**src/priority_thread_scheduler_with_join_assert.svh**
```systemverilog
// Assertion macros for the priority thread scheduler.
// Used by priority_thread_scheduler_with_join.sv; expects clk_i and rst_ni in scope.
`ifndef PRIORITY_THREAD_SCHEDULER_WITH_JOIN_ASSERT_SVH
`define PRIORITY_THREAD_SCHEDULER_WITH_JOIN_ASSERT_SVH

// Checked on every clock edge outside reset.
`define PTSJ_ASSERT(lbl, prop, msg) \
  lbl: assert property (@(posedge clk_i) disable iff (!rst_ni) prop) else $error(msg);

// Checked on every clock edge, including during reset.
`define PTSJ_ASSERT_ALWAYS(lbl, prop, msg) \
  lbl: assert property (@(posedge clk_i) prop) else $error(msg);

`endif

```
**src/ptsj_pkg.sv**
```systemverilog
// Shared types and codes of the priority thread scheduler.
// No dependencies; imported by priority_thread_scheduler_with_join.sv and dv/tb.sv.
package ptsj_pkg;

  typedef enum logic [2:0] {
    CMD_CREATE = 3'd0,
    CMD_YIELD  = 3'd1,
    CMD_JOIN   = 3'd2,
    CMD_EXIT   = 3'd3,
    CMD_START  = 3'd4
  } cmd_e;

  typedef enum logic [2:0] {
    RES_OK       = 3'd0,
    RES_BAD_PRIO = 3'd1,
    RES_TOO_MANY = 3'd2,
    RES_NO_RUN   = 3'd3,
    RES_IDLE     = 3'd4,
    RES_DEADLOCK = 3'd5
  } res_e;

  typedef enum logic {
    REG_FIRST_PID = 1'b0,
    REG_MAX_LIVE  = 1'b1
  } reg_e;

  typedef struct packed {
    logic [2:0] cmd;
    logic [1:0] prio;
    logic [7:0] target_pid;
  } item_t;

  typedef struct packed {
    logic [2:0] status;
    logic [7:0] new_pid;
    logic [7:0] run_pid;
    logic       run_valid;
  } result_t;

endpackage

```
**src/priority_thread_scheduler_with_join.sv**
```systemverilog
// Top level of the priority thread scheduler with join.
// Depends on ptsj_pkg and priority_thread_scheduler_with_join_assert.svh.
//
// A command item (create, yield, join, exit, start) is accepted on a clock edge
// where start_i is high and busy_o is low. Exactly one result item follows on
// result_o, marked by done_o for one cycle; the receiver cannot stall it.
// Create, unknown commands, commands refused for lack of a running thread and
// start while a thread runs finish in the accept cycle: done_o rises on the
// next cycle and busy_o stays low, so a new command may follow at once.
// Yield, join, exit and start without a running thread dispatch. Dispatch
// makes one pass over the join list; for each blocked thread it reads the
// thread's entry (S_JRD, S_JCAP), then compares its target pid against every
// slot of the thread table in S_SCAN, one synchronous memory read per cycle.
// It then picks the first nonempty ready queue (S_PICK), reads its head (S_RQ)
// and loads that thread (S_RUN), or reports idle or deadlock; busy_o is high meanwhile.
// Thread pid, level and join target live in one memory; the ready queues live
// in a second memory. Both are written only in the accept cycle or at the end
// of a join check, and read later, so no access to an entry overlaps another.
// Reset empties all queues, frees every slot and clears the running thread;
// no clearing pass is needed. Configuration is written through cfg_we_i while
// the block is idle; writing first_pid restarts pid numbering.
module priority_thread_scheduler_with_join #(
  parameter int MAX_THREADS = 16,
  parameter int NUM_PRIO    = 2
) (
  input  logic             clk_i,
  input  logic             rst_ni,
  input  logic             start_i,
  output logic             busy_o,
  input  ptsj_pkg::item_t  item_i,
  output logic             done_o,
  output ptsj_pkg::result_t result_o,
  input  logic             cfg_we_i,
  input  logic             cfg_idx_i,
  input  logic [7:0]       cfg_wdata_i
);
  import ptsj_pkg::*;

  localparam int SW    = $clog2(MAX_THREADS);
  localparam int CW    = $clog2(MAX_THREADS + 1);
  localparam int LW    = (NUM_PRIO > 1) ? $clog2(NUM_PRIO) : 1;
  localparam int RQD   = NUM_PRIO * MAX_THREADS;
  localparam int RAW   = (RQD > 1) ? $clog2(RQD) : 1;

  typedef enum logic [1:0] {
    TH_FREE    = 2'd0,
    TH_READY   = 2'd1,
    TH_BLOCKED = 2'd2,
    TH_RUNNING = 2'd3
  } thr_e;

  typedef enum logic [2:0] {
    S_IDLE, S_JRD, S_JCAP, S_SCAN, S_PICK, S_RQ, S_RUN
  } state_e;

  typedef struct packed {
    logic [7:0] pid;
    logic [1:0] level;
    logic [7:0] wait_pid;
  } slot_t;

  // Thread table and ready queue memories.
  slot_t           slot_mem [MAX_THREADS];
  slot_t           slot_rd_q;
  logic [SW-1:0]   rq_mem [RQD];
  logic [SW-1:0]   rq_rd_q;

  state_e          state_q;
  thr_e            stat_q [MAX_THREADS];
  logic [SW-1:0]   jf_q [MAX_THREADS];
  logic [CW-1:0]   jcnt_q, k_q, w_q, c_q, live_q;
  logic [SW-1:0]   head_q [NUM_PRIO];
  logic [CW-1:0]   cnt_q [NUM_PRIO];
  logic            hit_q;
  logic [SW-1:0]   js_q;
  logic [7:0]      jwait_q;
  logic [1:0]      jlvl_q;
  logic [7:0]      last_pid_q;
  logic [4:0]      max_live_q;
  logic [SW-1:0]   run_slot_q;
  logic            run_flag_q;
  logic [7:0]      run_pid_q;
  logic [1:0]      run_lvl_q;
  result_t         res_q;
  logic            done_q;

  // Accept-cycle decode.
  logic            accept, prio_bad, lim_hit, free_found, create_ok, act;
  logic [SW-1:0]   free_idx;
  logic            is_yjx;

  // Dispatch helpers.
  logic [SW-1:0]   cm1;
  logic            cmp, hit_now, fin;
  logic [LW-1:0]   pick;
  logic            pick_any;

  // Enqueue and memory port controls.
  logic            enq_en;
  logic [1:0]      enq_level;
  logic [LW-1:0]   enq_lvl;
  logic [SW-1:0]   enq_slot;
  logic [SW:0]     tail_sum;
  logic [SW-1:0]   tail;
  logic [RAW-1:0]  rq_waddr, rq_raddr;
  logic            slot_we;
  logic [SW-1:0]   slot_waddr, slot_raddr;
  slot_t           slot_wdata;

  assign busy_o   = (state_q != S_IDLE);
  assign accept   = start_i && !busy_o;
  assign is_yjx   = (item_i.cmd == CMD_YIELD) || (item_i.cmd == CMD_JOIN) ||
                    (item_i.cmd == CMD_EXIT);
  assign prio_bad = (item_i.prio == 2'd0) || (int'(item_i.prio) > NUM_PRIO);
  // The limit is the smaller of max_live and the table size.
  assign lim_hit  = (7'(live_q) >= {2'b00, max_live_q}) ||
                    (7'(live_q) >= 7'(MAX_THREADS));

  always_comb begin
    free_found = 1'b0;
    free_idx   = '0;
    for (int i = MAX_THREADS - 1; i >= 0; i--) begin
      if (stat_q[i] == TH_FREE) begin
        free_found = 1'b1;
        free_idx   = SW'(i);
      end
    end
  end

  assign create_ok = accept && (item_i.cmd == CMD_CREATE) && !prio_bad && !lim_hit &&
                     free_found;
  assign act       = accept && is_yjx && run_flag_q;

  // A slot matches the join target when it is ready or blocked and has that pid.
  assign cm1     = SW'(c_q - CW'(1));
  assign cmp     = (state_q == S_SCAN) && (c_q != '0) &&
                   ((stat_q[cm1] == TH_READY) || (stat_q[cm1] == TH_BLOCKED)) &&
                   (slot_rd_q.pid == jwait_q);
  assign hit_now = hit_q || cmp;
  assign fin     = (state_q == S_SCAN) && (c_q == CW'(MAX_THREADS));

  always_comb begin
    pick     = '0;
    pick_any = 1'b0;
    for (int i = NUM_PRIO - 1; i >= 0; i--) begin
      if (cnt_q[i] != '0) begin
        pick     = LW'(i);
        pick_any = 1'b1;
      end
    end
  end

  always_comb begin
    enq_en    = 1'b0;
    enq_level = 2'd1;
    enq_slot  = '0;
    if (create_ok) begin
      enq_en    = 1'b1;
      enq_level = item_i.prio;
      enq_slot  = free_idx;
    end else if (act && (item_i.cmd == CMD_YIELD)) begin
      enq_en    = 1'b1;
      enq_level = run_lvl_q;
      enq_slot  = run_slot_q;
    end else if (fin && !hit_now) begin
      enq_en    = 1'b1;
      enq_level = jlvl_q;
      enq_slot  = js_q;
    end
    enq_lvl  = LW'(enq_level - 2'd1);
    tail_sum = (SW + 1)'(head_q[enq_lvl]) + (SW + 1)'(cnt_q[enq_lvl]);
    if (tail_sum >= (SW + 1)'(MAX_THREADS)) begin
      tail_sum = tail_sum - (SW + 1)'(MAX_THREADS);
    end
    tail     = tail_sum[SW-1:0];
    rq_waddr = RAW'(enq_lvl) * RAW'(MAX_THREADS) + RAW'(tail);
    rq_raddr = RAW'(pick) * RAW'(MAX_THREADS) + RAW'(head_q[pick]);
  end

  always_comb begin
    slot_we    = 1'b0;
    slot_waddr = free_idx;
    slot_wdata = '{pid: last_pid_q + 8'd1, level: item_i.prio, wait_pid: 8'd0};
    if (create_ok) begin
      slot_we = 1'b1;
    end else if (act && (item_i.cmd == CMD_JOIN)) begin
      slot_we    = 1'b1;
      slot_waddr = run_slot_q;
      slot_wdata = '{pid: run_pid_q, level: run_lvl_q, wait_pid: item_i.target_pid};
    end
    unique case (state_q)
      S_JRD:   slot_raddr = jf_q[k_q[SW-1:0]];
      S_SCAN:  slot_raddr = c_q[SW-1:0];
      S_RQ:    slot_raddr = rq_rd_q;
      default: slot_raddr = run_slot_q;
    endcase
  end

  // Memories: one write and one registered read per cycle each.
  always_ff @(posedge clk_i) begin
    if (slot_we) begin
      slot_mem[slot_waddr] <= slot_wdata;
    end
    slot_rd_q <= slot_mem[slot_raddr];
    if (enq_en) begin
      rq_mem[rq_waddr] <= enq_slot;
    end
    rq_rd_q <= rq_mem[rq_raddr];
  end

  always_ff @(posedge clk_i or negedge rst_ni) begin
    if (!rst_ni) begin
      state_q    <= S_IDLE;
      for (int i = 0; i < MAX_THREADS; i++) begin
        stat_q[i] <= TH_FREE;
        jf_q[i]   <= '0;
      end
      for (int i = 0; i < NUM_PRIO; i++) begin
        head_q[i] <= '0;
        cnt_q[i]  <= '0;
      end
      jcnt_q     <= '0;
      k_q        <= '0;
      w_q        <= '0;
      c_q        <= '0;
      live_q     <= '0;
      hit_q      <= 1'b0;
      js_q       <= '0;
      jwait_q    <= '0;
      jlvl_q     <= 2'd1;
      last_pid_q <= 8'd0;
      max_live_q <= 5'd16;
      run_slot_q <= '0;
      run_flag_q <= 1'b0;
      run_pid_q  <= '0;
      run_lvl_q  <= 2'd1;
      res_q      <= '0;
      done_q     <= 1'b0;
    end else begin
      done_q <= 1'b0;
      res_q  <= '0;

      if (cfg_we_i) begin
        unique case (cfg_idx_i)
          REG_FIRST_PID: last_pid_q <= cfg_wdata_i;
          REG_MAX_LIVE:  max_live_q <= cfg_wdata_i[4:0];
          default:       ;
        endcase
      end

      if (enq_en) begin
        stat_q[enq_slot] <= TH_READY;
        cnt_q[enq_lvl]   <= cnt_q[enq_lvl] + CW'(1);
      end

      unique case (state_q)
        S_IDLE: begin
          if (accept) begin
            if (item_i.cmd == CMD_CREATE) begin
              done_q <= 1'b1;
              if (prio_bad) begin
                res_q.status <= RES_BAD_PRIO;
              end else if (!create_ok) begin
                res_q.status <= RES_TOO_MANY;
              end else begin
                last_pid_q    <= last_pid_q + 8'd1;
                live_q        <= live_q + CW'(1);
                res_q.new_pid <= last_pid_q + 8'd1;
              end
            end else if (is_yjx) begin
              if (!run_flag_q) begin
                done_q       <= 1'b1;
                res_q.status <= RES_NO_RUN;
              end else begin
                run_flag_q <= 1'b0;
                if (item_i.cmd == CMD_JOIN) begin
                  stat_q[run_slot_q] <= TH_BLOCKED;
                  if (jcnt_q < CW'(MAX_THREADS)) begin
                    jf_q[jcnt_q[SW-1:0]] <= run_slot_q;
                    jcnt_q               <= jcnt_q + CW'(1);
                  end
                end else if (item_i.cmd == CMD_EXIT) begin
                  stat_q[run_slot_q] <= TH_FREE;
                  if (live_q != '0) begin
                    live_q <= live_q - CW'(1);
                  end
                end
                k_q     <= '0;
                w_q     <= '0;
                state_q <= S_JRD;
              end
            end else if (item_i.cmd == CMD_START) begin
              if (run_flag_q) begin
                done_q          <= 1'b1;
                res_q.run_pid   <= run_pid_q;
                res_q.run_valid <= 1'b1;
              end else begin
                k_q     <= '0;
                w_q     <= '0;
                state_q <= S_JRD;
              end
            end else begin
              done_q <= 1'b1;
            end
          end
        end
        S_JRD: begin
          if (k_q == jcnt_q) begin
            jcnt_q  <= w_q;
            state_q <= S_PICK;
          end else begin
            js_q    <= jf_q[k_q[SW-1:0]];
            state_q <= S_JCAP;
          end
        end
        S_JCAP: begin
          jwait_q <= slot_rd_q.wait_pid;
          jlvl_q  <= slot_rd_q.level;
          c_q     <= '0;
          hit_q   <= 1'b0;
          state_q <= S_SCAN;
        end
        S_SCAN: begin
          hit_q <= hit_now;
          if (fin) begin
            // Still waiting threads are packed toward the front of the list.
            if (hit_now) begin
              jf_q[w_q[SW-1:0]] <= js_q;
              w_q               <= w_q + CW'(1);
            end
            k_q     <= k_q + CW'(1);
            state_q <= S_JRD;
          end else begin
            c_q <= c_q + CW'(1);
          end
        end
        S_PICK: begin
          if (pick_any) begin
            head_q[pick] <= (head_q[pick] == SW'(MAX_THREADS - 1)) ? '0
                                                                     : head_q[pick] + SW'(1);
            cnt_q[pick]  <= cnt_q[pick] - CW'(1);
            state_q      <= S_RQ;
          end else begin
            done_q       <= 1'b1;
            res_q.status <= (jcnt_q != '0) ? RES_DEADLOCK : RES_IDLE;
            state_q      <= S_IDLE;
          end
        end
        S_RQ: begin
          run_slot_q <= rq_rd_q;
          state_q    <= S_RUN;
        end
        S_RUN: begin
          stat_q[run_slot_q] <= TH_RUNNING;
          run_flag_q         <= 1'b1;
          run_pid_q          <= slot_rd_q.pid;
          run_lvl_q          <= slot_rd_q.level;
          done_q             <= 1'b1;
          res_q.run_pid      <= slot_rd_q.pid;
          res_q.run_valid    <= 1'b1;
          state_q            <= S_IDLE;
        end
        default: state_q <= S_IDLE;
      endcase
    end
  end

  assign done_o   = done_q;
  assign result_o = res_q;

`include "priority_thread_scheduler_with_join_assert.svh"

  `PTSJ_ASSERT(a_run_ok, (done_o && result_o.run_valid) |-> (result_o.status == RES_OK), "dispatched thread with error status")
  `PTSJ_ASSERT(a_run_flag, (done_o && result_o.run_valid) |-> run_flag_q, "reported thread is not running")
  `PTSJ_ASSERT(a_busy_end, $fell(busy_o) |-> done_o, "dispatch ended without a result")
  `PTSJ_ASSERT(a_live_max, live_q <= CW'(MAX_THREADS), "live count above table size")
  `PTSJ_ASSERT(a_join_max, jcnt_q <= CW'(MAX_THREADS), "join list overflow")

endmodule

```
**config.mk**
```make
export PLATFORM = sky130hd
export DESIGN_NAME = priority_thread_scheduler_with_join
export DESIGN_NICKNAME = d
export VERILOG_FILES = /design/src/ptsj_pkg.sv /design/src/priority_thread_scheduler_with_join.sv
export VERILOG_INCLUDE_DIRS = /design/src /design/src/src
export SDC_FILE = /design/constraint.sdc
export NUM_CORES = 1
export LEC_CHECK = 0
export ABC_AREA = 1
export BUFFER_PORTS_ARGS = -buffer_cell sky130_fd_sc_hd__buf_2
export CAP_MARGIN = 20
export CORE_MARGIN = 10
export CORE_UTILIZATION = 40
export CTS_CLUSTER_DIAMETER = 30
export CTS_CLUSTER_SIZE = 40
export DETAILED_ROUTE_END_ITERATION = 10
export PLACE_DENSITY = 0.52
export RECOVER_POWER = 50
export SETUP_SLACK_MARGIN = 0.4
export SYNTH_ARGS = -nofsm -noshare
export SYNTH_HDL_FRONTEND = slang
export SYNTH_SLANG_ARGS = --single-unit
```
**constraint.sdc**
```tcl
create_clock -name clk_i -period 6.2 [get_ports clk_i]
set_clock_uncertainty 0.2 [all_clocks]
set_input_delay 1.24 -clock clk_i [delete_from_list [all_inputs] [get_ports clk_i]]
set_output_delay 1.24 -clock clk_i [all_outputs]
set_load 0.1 [all_outputs]
```
* Word-level counts from Yosys, hierarchy flattened
Memories as Yosys holds them, arrays and structs flattened. A register that Yosys moved wholly into a read port is not among the register bits.
Index checks and enable logic that the tools add are counted.
** Operators by class
- Eq/ne operators :: 32
- Bitwise logic cells :: 18
- $add $sub $neg :: 16
- Order comparisons :: 19
- Reduce and logical (&&, ||, !) cells :: 74
- Muxes and demuxes :: 191
** Operator list (number)
- 64-bit 2-to-1 mux :: 8
- 32-bit 2-to-1 mux :: 7
- 5-bit 2-to-1 mux :: 33
- 4-bit 2-to-1 mux :: 34
- 64-bit bitwise mux :: 2
- 64-bit one-hot mux with 2 select lines :: 1
- 8-bit 2-to-1 mux :: 11
- 32-bit one-hot mux with 2 select lines :: 1
- 1-bit 2-to-1 mux :: 42
- 5-bit >= comparator, second input constant :: 8
- 5-bit one-hot mux with 2 select lines :: 4
- 18-bit 2-to-1 mux :: 2
- 3-bit 2-to-1 mux :: 12
- 9-bit 2-to-1 mux :: 4
- 2-bit zero test :: 17
- 16-bit AND :: 2
- 32-bit AND :: 1
- 4-bit demux with 4-bit select :: 2
- 16-bit NOT :: 2
- 32-bit NOT :: 1
- 16-bit bitwise OR :: 2
- 32-bit bitwise OR :: 1
- 5-bit by 1-bit adder with 5-bit output, second input constant :: 6
- 10-bit 2-to-1 mux :: 3
- 56 further kinds :: 144
** Storage, ports and cells
- Memory bits (writable) :: 416
- Memories :: 2
- Register bits :: 205
** Memory list
- slot_mem :: depth 16, width 18, rd ports 1, clocked after memory_dff 1, wr ports 1, line priority_thread_scheduler_with_join.sv:63 : slot_t slot_mem [MAX_THREADS];
- rq_mem :: depth 32, width 4, rd ports 1, clocked after memory_dff 1, wr ports 1, line priority_thread_scheduler_with_join.sv:65 : logic [SW-1:0] rq_mem [RQD];

* Longest topological paths before layout
- Word-level depth :: 35
- Depth in mapped cells :: 30
- Mapped depth without buffers :: 26

* Worst setup path after synthesis
OpenSTA, ideal clock, no wires.
- Path kind :: input to register
- From :: in item_i[11] (netlist bit)
- To :: mem rq_mem[0][0] (netlist bit) (enable)
- Slack :: 1.548 ns
- Required time :: 5.670 ns
- Cell stages on the path :: 19
- Arrival :: 4.123 ns
- Cell sequence :: inv_2 -> nand2_4 -> nor2_2 -> nand2_1 -> nor4_2 -> nand3_1 -> o21ai_2 -> inv_2 -> nand2_4 -> nand2_4 -> buf_6 -> buf_2 -> nand2_1 -> nand2_1 -> ha_1 -> fa_1 -> xnor2_1 -> nand3_2 -> nor2_1
** On the way
- Longest elaborated chain between the ends :: 17
- Elaborated cells on any way between the ends :: 32
** Ends and longest elaborated chain
- start, declared :: line priority_thread_scheduler_with_join.sv:30 : input ptsj_pkg::item_t item_i,
- 3-bit by 1-bit equality test with 1-bit output / 3-bit by 2-bit equality test with 1-bit output (equally long branches) :: line priority_thread_scheduler_with_join.sv:112, priority_thread_scheduler_with_join.sv:161
- 1-bit logical OR (2 in series) :: line priority_thread_scheduler_with_join.sv:112 : assign is_yjx = (item_i.cmd == CMD_YIELD) || (item_i.cmd == CMD_JOIN) ||
- 1-bit logical AND (2 in series) :: line priority_thread_scheduler_with_join.sv:132 : assign act = accept && is_yjx && run_flag_q;
- 1-bit logical AND :: line priority_thread_scheduler_with_join.sv:161 : end else if (act && (item_i.cmd == CMD_YIELD)) begin
- 1-bit 2-to-1 mux :: line priority_thread_scheduler_with_join.sv:161
- 1-bit 2-to-1 mux :: line priority_thread_scheduler_with_join.sv:157 : if (create_ok) begin
- 1-bit subtractor :: line priority_thread_scheduler_with_join.sv:170 : enq_lvl = LW'(enq_level - 2'd1);
- 1-bit NOT with 2-bit output (implied by the code) :: line priority_thread_scheduler_with_join.sv:171 : tail_sum = (SW + 1)'(head_q[enq_lvl]) + (SW + 1)'(cnt_q[enq_lvl]);
- 4-bit 2-to-1 mux (implied by the code) / 5-bit 2-to-1 mux (equally long branches) (3 in series) :: line priority_thread_scheduler_with_join.sv:171
- 4-bit by 5-bit adder with 5-bit output :: line priority_thread_scheduler_with_join.sv:171
- 4-bit by 1-bit subtractor with 4-bit output / 5-bit >= comparator (equally long branches) :: line priority_thread_scheduler_with_join.sv:173, priority_thread_scheduler_with_join.sv:172
- 4-bit 2-to-1 mux :: line priority_thread_scheduler_with_join.sv:172 : if (tail_sum >= (SW + 1)'(MAX_THREADS)) begin
- 5-bit by 4-bit adder with 5-bit output :: line priority_thread_scheduler_with_join.sv:176 : rq_waddr = RAW'(enq_lvl) * RAW'(MAX_THREADS) + RAW'(tail);
- end, declared :: line priority_thread_scheduler_with_join.sv:65
Parallel ways exist; a longest one is shown, timed or not. The select of a mux whose other input is x is not followed.

* Worst setup path after layout
- From :: reg cnt_q[8] (netlist bit)
- To :: reg rq_rd_q[1] (read register of rq_mem)
** On the way
- Longest elaborated chain between the ends :: 7
** Ends and longest elaborated chain
- start, declared :: line priority_thread_scheduler_with_join.sv:73 : logic [CW-1:0] cnt_q [NUM_PRIO];
- start signal, assigned by index :: line priority_thread_scheduler_with_join.sv:253 : cnt_q[enq_lvl] <= cnt_q[enq_lvl] + CW'(1);
- start signal, assigned by index :: line priority_thread_scheduler_with_join.sv:341 : cnt_q[pick] <= cnt_q[pick] - CW'(1);
- 5-bit nonzero test * :: line priority_thread_scheduler_with_join.sv:146 : if (cnt_q[i] != '0) begin
- 1-bit 2-to-1 mux * :: line priority_thread_scheduler_with_join.sv:146
- 1-bit NOT with 2-bit output (implied by the code) :: line priority_thread_scheduler_with_join.sv:177 : rq_raddr = RAW'(pick) * RAW'(MAX_THREADS) + RAW'(head_q[pick]);
- 4-bit 2-to-1 mux (implied by the code) (3 in series) :: line priority_thread_scheduler_with_join.sv:177
- 5-bit by 4-bit adder with 5-bit output * :: line priority_thread_scheduler_with_join.sv:177
- end, declared :: line priority_thread_scheduler_with_join.sv:66 : logic [SW-1:0] rq_rd_q;
Every way passes the cells marked *; elsewhere a longest branch is shown, timed or not. The select of a mux whose other input is x is not followed.
A chain may end at the register's enable or synchronous reset.

==> results list <==
* Post-CTS Setup Inserts: 0
- Routability-driven placement finished with a final weighted congestion of 0.930.
- Wires add up to 86400 um.
* Run status: finished, violations left
- Residual overflow from global routing: 0
- By area the synthesized netlist is led by sky130_fd_sc_hd__edfxtp_1, sky130_fd_sc_hd__dfrtp_1, sky130_fd_sc_hd__nand2_1.
- The count of nets left with antenna violations once routing finished came out at 0.
- Final period utilization: 0.871
- Before antenna repair, the detailed router went through 6 iterations.
- Max-cap check violation count: 4
- Share of post-route cells with drive strength above 1: 0.113
- The floorplan step set the die width to 292 um.
- Drt drc: 0
- CP startpoint kind: flip-flop
- Hold Path Stages: 2
- The final max-slew violation count is 216.
* Number of nets in the synthesized netlist: 3158
- From synthesis to final layout, the design area changed by 21.2%.
- Using the TritonRoute via totals, the vias-per-cell ratio works out to 5.34.
- Syn Inst Count: 3103
* Initial core utilization: 0.405
- Setup TNS: 0 ns
- Dividing the synthesized area by the synthesized cell count gives 9.56 um^2.
- R2R Setup Slk: 0.80 ns
- Failing checks: max-capacitance violations, max-slew violations
- The number of global-route vias before repair is 23100.
- Counting the buffers created by CTS gives 144.
- Type of destination of the critical path: flip-flop
- Number of fillers in the final layout: 6723
* Global-route wire length before repair: 133000 um
- Number of cells upsized or downsized after cts: 0
* Post-synthesis register bit count: 625
- Startpoint of the lowest-slack register-to-register path: cnt_q[8]
* Highest-count cells in the layout ignoring fill and taps: sky130_fd_sc_hd__nand2_1, sky130_fd_sc_hd__inv_1, sky130_fd_sc_hd__edfxtp_1
- The Yosys step of the flow raised 0 warnings.
* Endpoint of the most critical register-to-register path: rq_rd_q[1]
- In this run the most critical hold path is launched from slot_rd_q[4].
* Worst relative slew slack: -1.12
- Count of endpoints failing hold in the final timing report: 0
- Netlist area before placement: 29700 um^2
- Setup violations remaining at the end of the flow were counted as 0.
* Compound-gate portion of the synthesized area: 0.142
- IR analysis of the VDD net gives a maximum drop of 0.244 mV.
- Static Leakage: 14.8 nW
- Diode insertion count for antenna repair: 0
- The tree is rooted in a sky130_fd_sc_hd__clkbuf_16.
- Arrival time at the worst endpoint: 5.84 ns
- PnR Total Power: 0.0125 W
- The worst setup path is of the reg2reg kind.
* Simple-gate share of the synthesized area: 0.152
- Of the post-synthesis cell area, the dominant cell type holds 0.405.
- The worst hold path belongs to the class reg2reg.
* Actual slew at the worst max-slew pin: 3.18 ns
- The number of cells on the worst reg-to-reg path is 15.
- IO Pins: 48
- Of the post-synthesis cell area, the part taken by muxes is 0.0141.
- The core region is 73200 um^2.
* Area enclosed by the die boundary: 85500 um^2
- The tree built by TritonCTS fans out to 625 sinks.
* Largest net degree at the start of global routing: 120
* XOR/XNOR Fraction of Synth Area: 0.00945
- # nets final: 3275
- Clock-pin slew was measured on the worst setup and hold paths at 0.05 ns.
* Sequential fraction of the synthesis area: 0.591
- In the global route stage, overall resource usage came out at 0.201.
* Number of buffers inserted for hold repair after clock tree synthesis: 0
- Count of routing violations after the opening detailed-route iteration: 1997
- For the worst setup path, the data required time is 6.64 ns.
- Worst Hold Endpoint: jwait_q[4]
* Post-detail-place hpwl: 56000 um
- The routed design could run at a clock period as short as 5.40 ns.
* Number of levels in the clock H-tree: 4
- Unrepaired setup endpoints after global routing: no
* Dominant combinational cell family by area after synthesis: simple AND/OR/NAND/NOR gates
- For this run, the top clock speed supported by timing is 185 MHz.
* Number of buffers on the longest clock path: 3
- Worst-Skew Late Latency: 0.72 ns
- Number of antenna violations at the first check in global routing: 2
* Largest fanout on the critical path: 70
- Clock tree from TritonCTS: done
- The initialized floorplan defines 99 standard-cell rows.
- Port-buffer cells: 47
* Cell accounting for the most synthesized area: sky130_fd_sc_hd__edfxtp_1
* Most common cell after layout, fill and taps aside: sky130_fd_sc_hd__nand2_1
- Fraction of the mapped netlist area in adder cells: 0.0127
- Synthesis instantiated 59 different standard cells from the library.
* Routed wire length per instance: 20.1 um
- Die extent in y: 292 um
- In this run the power density over the cells is 347 nW/um^2.
* Via count: 22900
area by class of cell:
cell class | instances | area (um^2) | area share
Clock inverter | 85 | 1140 | 0.0318
Clock buffer | 179 | 3940 | 0.110
Inverter | 459 | 1720 | 0.0479
Sequential cell | 625 | 17500 | 0.488
Multi-Input combinational cell | 1891 | 9800 | 0.273
Tap cell | 959 | 1200 | 0.0334
Timing Repair Buffer | 99 | 606 | 0.0168
cell usage after synthesis, drive strengths merged:
library cell  instances
o21ai               341
or2                   1
ha                   27
o22ai               109
dfstp                 3
dfxtp                21
mux2                  7
o2111ai               3
a31oi                 2
o32ai                 1
nor2                300
a22oi                 3
nand2               563
nor3b                 3
nor4                  5
nand4                13
inv                 454
mux2i                34
fa                    2
edfxtp              400
a221oi                1
clkinv                5
o211ai              146
nand3               160
a211o                 1
and3                  2
nor3                 17
xor2                 18
nand3b                3
a21oi               101
clkbuf               64
buf                  64
o21bai                8
a311o                 2
a21boi                3
o31ai                 1
dfrtp               201
xnor2                14
critical path, cell delays in order (launching register included):
cell,delay [ns]
sky130_fd_sc_hd__dfrtp_1,0.42
sky130_fd_sc_hd__or2_0,0.26
sky130_fd_sc_hd__nor4_1,0.54
sky130_fd_sc_hd__clkinv_1,0.27
sky130_fd_sc_hd__nor2_1,0.66
sky130_fd_sc_hd__inv_1,0.52
sky130_fd_sc_hd__nand2_1,0.18
sky130_fd_sc_hd__nand2_2,0.05
sky130_fd_sc_hd__buf_4,0.32
sky130_fd_sc_hd__inv_2,0.84
sky130_fd_sc_hd__o21ai_1,0.16
sky130_fd_sc_hd__o22ai_1,0.27
sky130_fd_sc_hd__o21ai_0,0.15
sky130_fd_sc_hd__o22ai_1,0.21
sky130_fd_sc_hd__nand2_1,0.09
sky130_fd_sc_hd__nand2_1,0.14
cell families after synthesis:
| group | count (synthesis) |
|---|---|
| multiplexers | 41 |
| AO/OA/AOI/OAI | 722 |
| adder cells (fa/ha/maj) | 29 |
| buffers and inverters | 587 |
| XOR/XNOR | 32 |
| AND/OR/NAND/NOR | 1067 |
| flip-flops | 625 |
per-layer routing:
layer	GRT usage	up-vias	wire [um]	share of wire
met5	0	-	0	0
met3	0.0389	156	5640	0.065
met1	0.270	11200	39000	0.45
met2	0.316	791	39400	0.46
met4	0.0787	0	2300	0.027
li1	-	10800	-	-
state kept, by name, indices dropped and copies added (netlist names), 5 cells and up:
name,count
rq_mem,128
max_live_q,5
stat_q,32
jcnt_q,5
run_pid_q,8
result_o,20
last_pid_q,8
live_q,5
w_q,5
slot_rd_q,17
jf_q,64
jwait_q,8
head_q,8
c_q,5
cnt_q,10
k_q,5
slot_mem,272
worst max-delay path by stage:
stage	start	end	slack, ns	cells past startpoint
floorplan	item_i[11]	rq_mem[0][0]	1.55	19
finish	cnt_q[8]	rq_rd_q[1]	0.80	15
detailed placement	item_i[8]	rq_mem[20][0]	0.78	14
global route	cnt_q[8]	rq_rd_q[0]	0.51	15
CTS	c_q[0]	rq_mem[20][0]	1.26	21
global placement	item_i[8]	rq_mem[20][0]	0.85	14
through the flow:
| stage | hold slack (ns) | cells | utilization | instance area, um^2 | setup slack, ns |
|---|---|---|---|---|---|
| 3_3_place_gp | 0.223 | 4031 | 0.424 | 31000 | 0.854 |
| 4_1_cts | 0.243 | 4295 | 0.493 | 36100 | 1.26 |
| 3_5_place_dp | 0.228 | 4031 | 0.424 | 31000 | 0.776 |
| 6_report | 0.235 | 4297 | 0.491 | 36000 | 0.798 |
| 2_1_floorplan | 0.202 | 3103 | - | 29700 | 1.55 |
| 5_1_grt | 0.258 | 4297 | 0.491 | 36000 | 0.513 |
power breakdown:
group | total (W) | leakage [nW] | internal [W] | switching, W
Sequential | 0.00449 | 5.64 | 0.00448 | 0.0000100
Clock | 0.00784 | 2.45 | 0.00542 | 0.00242
Combinational | 0.000164 | 6.71 | 0.0000344 | 0.000130
Total | 0.0125 | 14.8 | 0.00993 | 0.00256
Note: power is estimated with default switching activity, not from simulation.
